==> src/rtl/core/lru_key_value_cache_top_defines.svh <==
// ----------------------------------------------------------------------------
// LRU key-value cache assertion macros
// Shorthand for clocked, reset-qualified concurrent checks.
// ----------------------------------------------------------------------------
`ifndef LRU_KEY_VALUE_CACHE_TOP_DEFINES_SVH
`define LRU_KEY_VALUE_CACHE_TOP_DEFINES_SVH

// same-cycle implication
`define LKVC_ASSERT_NOW(label, clk, rst, ante, cons) \
  label: assert property (@(posedge clk) disable iff (rst) (ante) |-> (cons)) \
    else $error("lkvc check failed");

// next-cycle implication
`define LKVC_ASSERT_NEXT(label, clk, rst, ante, cons) \
  label: assert property (@(posedge clk) disable iff (rst) (ante) |=> (cons)) \
    else $error("lkvc check failed");

`endif

==> src/rtl/core/lkvc_pkg.sv <==
// ----------------------------------------------------------------------------
// LRU key-value cache package
// Widths, reset constants, register indexes and shared types.
// ----------------------------------------------------------------------------
`default_nettype none

package lkvc_pkg;

  localparam int KEY_W           = 32;
  localparam int VAL_W           = 32;
  localparam int CAP_W           = 5;
  localparam int ENTRIES_DEFAULT = 16;

  localparam logic [CAP_W-1:0] CAP_RESET  = 5'd16;
  localparam logic [VAL_W-1:0] MISS_VALUE = '1;

  // register index, taken from paddr[2]
  localparam logic REG_CAPACITY = 1'b0;

  // action codes
  localparam logic ACT_GET = 1'b0;
  localparam logic ACT_SET = 1'b1;

  typedef struct packed {
    logic             valid;
    logic [KEY_W-1:0] key;
    logic [VAL_W-1:0] value;
  } lkvc_slot_t;

  // broadcast to every cell
  typedef struct packed {
    logic             accept;
    logic             insert;
    logic [KEY_W-1:0] key;
  } lkvc_req_t;

endpackage

`default_nettype wire

==> src/rtl/core/lkvc_cell.sv <==
// ----------------------------------------------------------------------------
// LRU key-value cache cell
// One recency slot: key compare, match chain, shift from the newer neighbour.
// ----------------------------------------------------------------------------
`default_nettype none

module lkvc_cell
  import lkvc_pkg::*;
(
  input  wire logic             clk,
  input  wire logic             rst,
  input  wire lkvc_req_t        req,
  input  wire logic             below_base,  // slot index <= insert base
  input  wire lkvc_slot_t       prev,        // newer neighbour (or new item at slot 0)
  input  wire logic             found_in,    // match in an older slot
  output logic                  found_out,
  output logic [VAL_W-1:0]      match_value,
  output lkvc_slot_t            slot
);

  lkvc_slot_t slot_q;
  lkvc_slot_t slot_next;
  logic       match;
  logic       take;

  assign match       = slot_q.valid && (slot_q.key == req.key);
  assign found_out   = found_in | match;
  assign match_value = match ? slot_q.value : '0;
  assign slot        = slot_q;

  // hit: every slot up to and including the hit moves down one
  // insert: every slot up to the base moves down one
  assign take = req.accept && (req.insert ? below_base : found_out);

  always_comb begin
    slot_next = slot_q;
    if (take) begin
      slot_next.key   = prev.key;
      slot_next.value = prev.value;
    end
    if (req.accept && req.insert) begin
      slot_next.valid = below_base;
    end
  end

  always_ff @(posedge clk) begin
    if (rst) begin
      slot_q.valid <= 1'b0;
      slot_q.key   <= '0;
      slot_q.value <= '0;
    end else begin
      slot_q <= slot_next;
    end
  end

endmodule

`default_nettype wire
==> config.mk <==
export PLATFORM = sky130hd
export DESIGN_NAME = lkvc_cell
export DESIGN_NICKNAME = d
export VERILOG_FILES = /design/src/rtl/core/lru_key_value_cache_top_defines.svh /design/src/rtl/core/lkvc_pkg.sv /design/src/rtl/core/lkvc_cell.sv
export SDC_FILE = /design/constraint.sdc
export NUM_CORES = 1
export LEC_CHECK = 0
export BUFFER_PORTS_ARGS = -buffer_cell sky130_fd_sc_hd__buf_2
export CAP_MARGIN = 40
export CORE_UTILIZATION = 29
export DETAILED_ROUTE_END_ITERATION = 6
export PLACE_DENSITY_LB_ADDON = 0.05
export RECOVER_POWER = 25
export SLEW_MARGIN = 20
export SYNTH_ARGS = -nofsm -noshare
export SYNTH_HDL_FRONTEND = slang
export SYNTH_SLANG_ARGS = --single-unit
==> constraint.sdc <==
create_clock -name clk -period 1.8 [get_ports clk]
set_input_delay 0.18 -clock clk [delete_from_list [all_inputs] [get_ports clk]]
set_output_delay 0.18 -clock clk [all_outputs]
set_load 0.01 [all_outputs]
==> out/results.tsv <==
metric	value	unit
status	finished with violations	
violations	setup timing	
intPower	3.18	mW
drv_slew	0	
io_pins	201	
startpoint_type	flip-flop	
numCtsBuffers	9	
stdcell_count	750	
setup_viol	97	
synth_ff_type	dfxtp_1	
clk_latency	0.33	ns
seq_area	1310	um2
critPathBufInv	5	
cp-end-kind	flip-flop	
pwr-share-seq	0.379	
diodes	0	
clk_pin_slew	0.05	ns
ys_warn_count	0	
die_h	113	um
top_usage_layer	met2	
critical_path_arrival	2.60	ns
drc	0	
power.density	769	nW/um2
final_common_cell	buf_2	
drive_gt1_frac	0.423	
final-hold-violation-count	0	
criticalPathCategory	reg -> reg	
max_freq	420	MHz
cp_slowest_cell	nor4_2	
worstHoldPathCells	3	
rsz0062_at_grt	true	
postLayoutSetupSlackWorst	-0.584	ns
grt_pass1_wl	15900	um
vdd_drop_max	0.405	mV
via_count	3209	
fillers	1220	
area_growth	52.0	%
h-tree-depth	3	
hold-path-endpoint	slot[58]	
cap_violations	0	
worstReg2RegEnd	slot[27]	
required	2.02	ns
cts_num_sinks	65	
p_leak	2.91	nW
multi_input_area	2100	um2
cp_max_fo	7	
async_flop_share	0	
drtPass1Iterations	4	
syn_area	3580	um2
antenna_found_initial	0	
clockRootBuffer	clkbuf_16	
finalSetupTns	-52.88	ns
start_util	0.298	
seq_area_frac_synth	0.364	
wl_per_cell	14.3	um
use_met1	0.199	
grtUsageMet2	0.278	
cp_top_family	simple AND/OR/NAND/NOR gates	
grt_pass1_vias	3019	
layout_common_cells	buf_2, nand2b_1, mux2i_1	
hold_path_startpoint	prev[58]	
clock_skew	0.00785	ns
worstPathCellList	xor2_1 -> nor4_2 -> nand4_1 -> nor4_4 -> buf_6 -> buf_4 -> buf_6 -> a22oi_2 -> buf_6 -> clkbuf_16 -> mux2i_1	
power.switching	1.00	mW
dieWidth	113	um
place_inst	722	
place.gp.congestion	0.746	
cts_tree	yes	
holdCritPathClass	in -> reg	
fp.dieArea	12800	um2
grt_max_degree	130	
cts_buffer_depth	2	
maxSlewHeadroom	0.650	
synth_area_per_cell	9.72	um2
final_util	0.453	
fin_nets	702	
dp_hpwl	7160	um
ant_nets	0	
synthCells	368	
yosys_register_bits	65	
period_share	1.32	
cpPeakStageDelay	0.34	ns
portBuffers	199	
reg2reg_slack	-0.58	ns
fin_crit	2.38	ns
viasPerCell	4.28	
syn-num-nets	471	
total_power	4.19	mW
clock_power_share	0.444	
p_sw_frac	0.239	
p_comb_frac	0.177	
largest_register_ffs	65	
first_iter_violations	78	
grt_overflow_total	0	
worstMarginPinSlew	0.525	ns
ys_types	26	
fp.coreArea	12000	um2
r2r_cells	11	
synth_enable_flop_cells	0	
worst_path_most_repeated_cell	buf_6	
grt_usage	0.168	
num_rows	40	
reg2reg_from	slot[57]	
routed_wl	10700	um
use_met3	0.0530	
==> metrics by stage <==
stage               setup slack (ns)  cell area, um2  hold WS [ns]
finish                        -0.584            5440        0.0958
global route                  -0.711            5440        0.0876
CTS                           -0.719            5450        0.0791
detailed placement            -0.419            4830         0.443
global placement              -0.400            4830         0.437
floorplan                     -0.180            3580         0.325
==> power groups by stage <==
stage / Clock, mW / Sequential (mW) / Combinational [mW]
6_report: 1.86 / 1.59 / 0.741
5_1_grt: 2.00 / 1.60 / 0.804
3_5_place_dp: 0 / 1.61 / 0.657
4_1_cts: 1.93 / 1.58 / 0.758
2_1_floorplan: 0 / 1.65 / 0.330
3_3_place_gp: 0 / 1.61 / 0.652
==> metal layers <==
layer	up-vias	share of wire	wire length, um
li1	1648	-	-
met5	-	0	0
met1	1437	0.44	4690
met3	15	0.065	696
met4	0	0.020	213
met2	109	0.48	5140
==> cell families after synthesis <==
logic type | count (synthesis) | share of synthesized area
multiplexers | 65 | 0.182
flip-flops | 65 | 0.364
AO/OA/AOI/OAI | 6 | 0.0147
XOR/XNOR | 29 | 0.0710
buffers and inverters | 27 | 0.0577
AND/OR/NAND/NOR | 176 | 0.311
==> worst register-to-register path, stage by stage (launching register included) <==
cell and delay [ns]:
dfxtp_1 0.32, xor2_1 0.17, nor4_2 0.34, nand4_1 0.20, nor4_4 0.29, buf_6 0.16
buf_4 0.11, buf_6 0.08, a22oi_2 0.13, buf_6 0.19, clkbuf_16 0.16, mux2i_1 0.12
==> synthesized netlist by cell type, drive strengths merged, types with 2 or more instances <==
cell type | n | area share
mux2i | 64 | 0.18
or2b | 3 | 0.0063
xnor2 | 9 | 0.022
dfxtp | 65 | 0.36
xor2 | 20 | 0.049
nand4 | 2 | 0.0035
buf | 7 | 0.037
inv | 3 | 0.0031
nand3 | 2 | 0.0028
and2 | 32 | 0.056
clkbuf | 17 | 0.018
nor4 | 5 | 0.013
nand2 | 4 | 0.0042
nand2b | 125 | 0.22
==> layout make-up <==
| cell class | instances | area share |
|---|---|---|
| Tap cell | 147 | 0.0338 |
| Sequential cell | 65 | 0.240 |
| Multi-Input combinational cell | 276 | 0.386 |
| Timing Repair Buffer | 244 | 0.281 |
| Clock inverter | 3 | 0.0120 |
| Inverter | 3 | 0.00207 |
| Clock buffer | 12 | 0.0453 |
==> repair_timing <==
item                                    4_1_cts  5_1_grt
gates resized for setup                      16        7
hold buffers                                  0        0
endpoints found under the setup margin       97       97
buffers inserted                              6        1
pin swaps                                     6        4
gates cloned                                  7        1
==> worst max-delay path by stage <==
stage	startpoint	to	slack (ns)	cells past startpoint
after detailed placement	slot[37]	match_value[30]	-0.42	7
after global routing	slot[50]	slot[47]	-0.71	11
after global placement	slot[33]	slot[36]	-0.40	7
after floorplan	slot[50]	slot[50]	-0.18	8
final	slot[57]	slot[27]	-0.58	11
after CTS	slot[58]	match_value[6]	-0.72	9
Note: power is estimated with default switching activity, not from simulation.
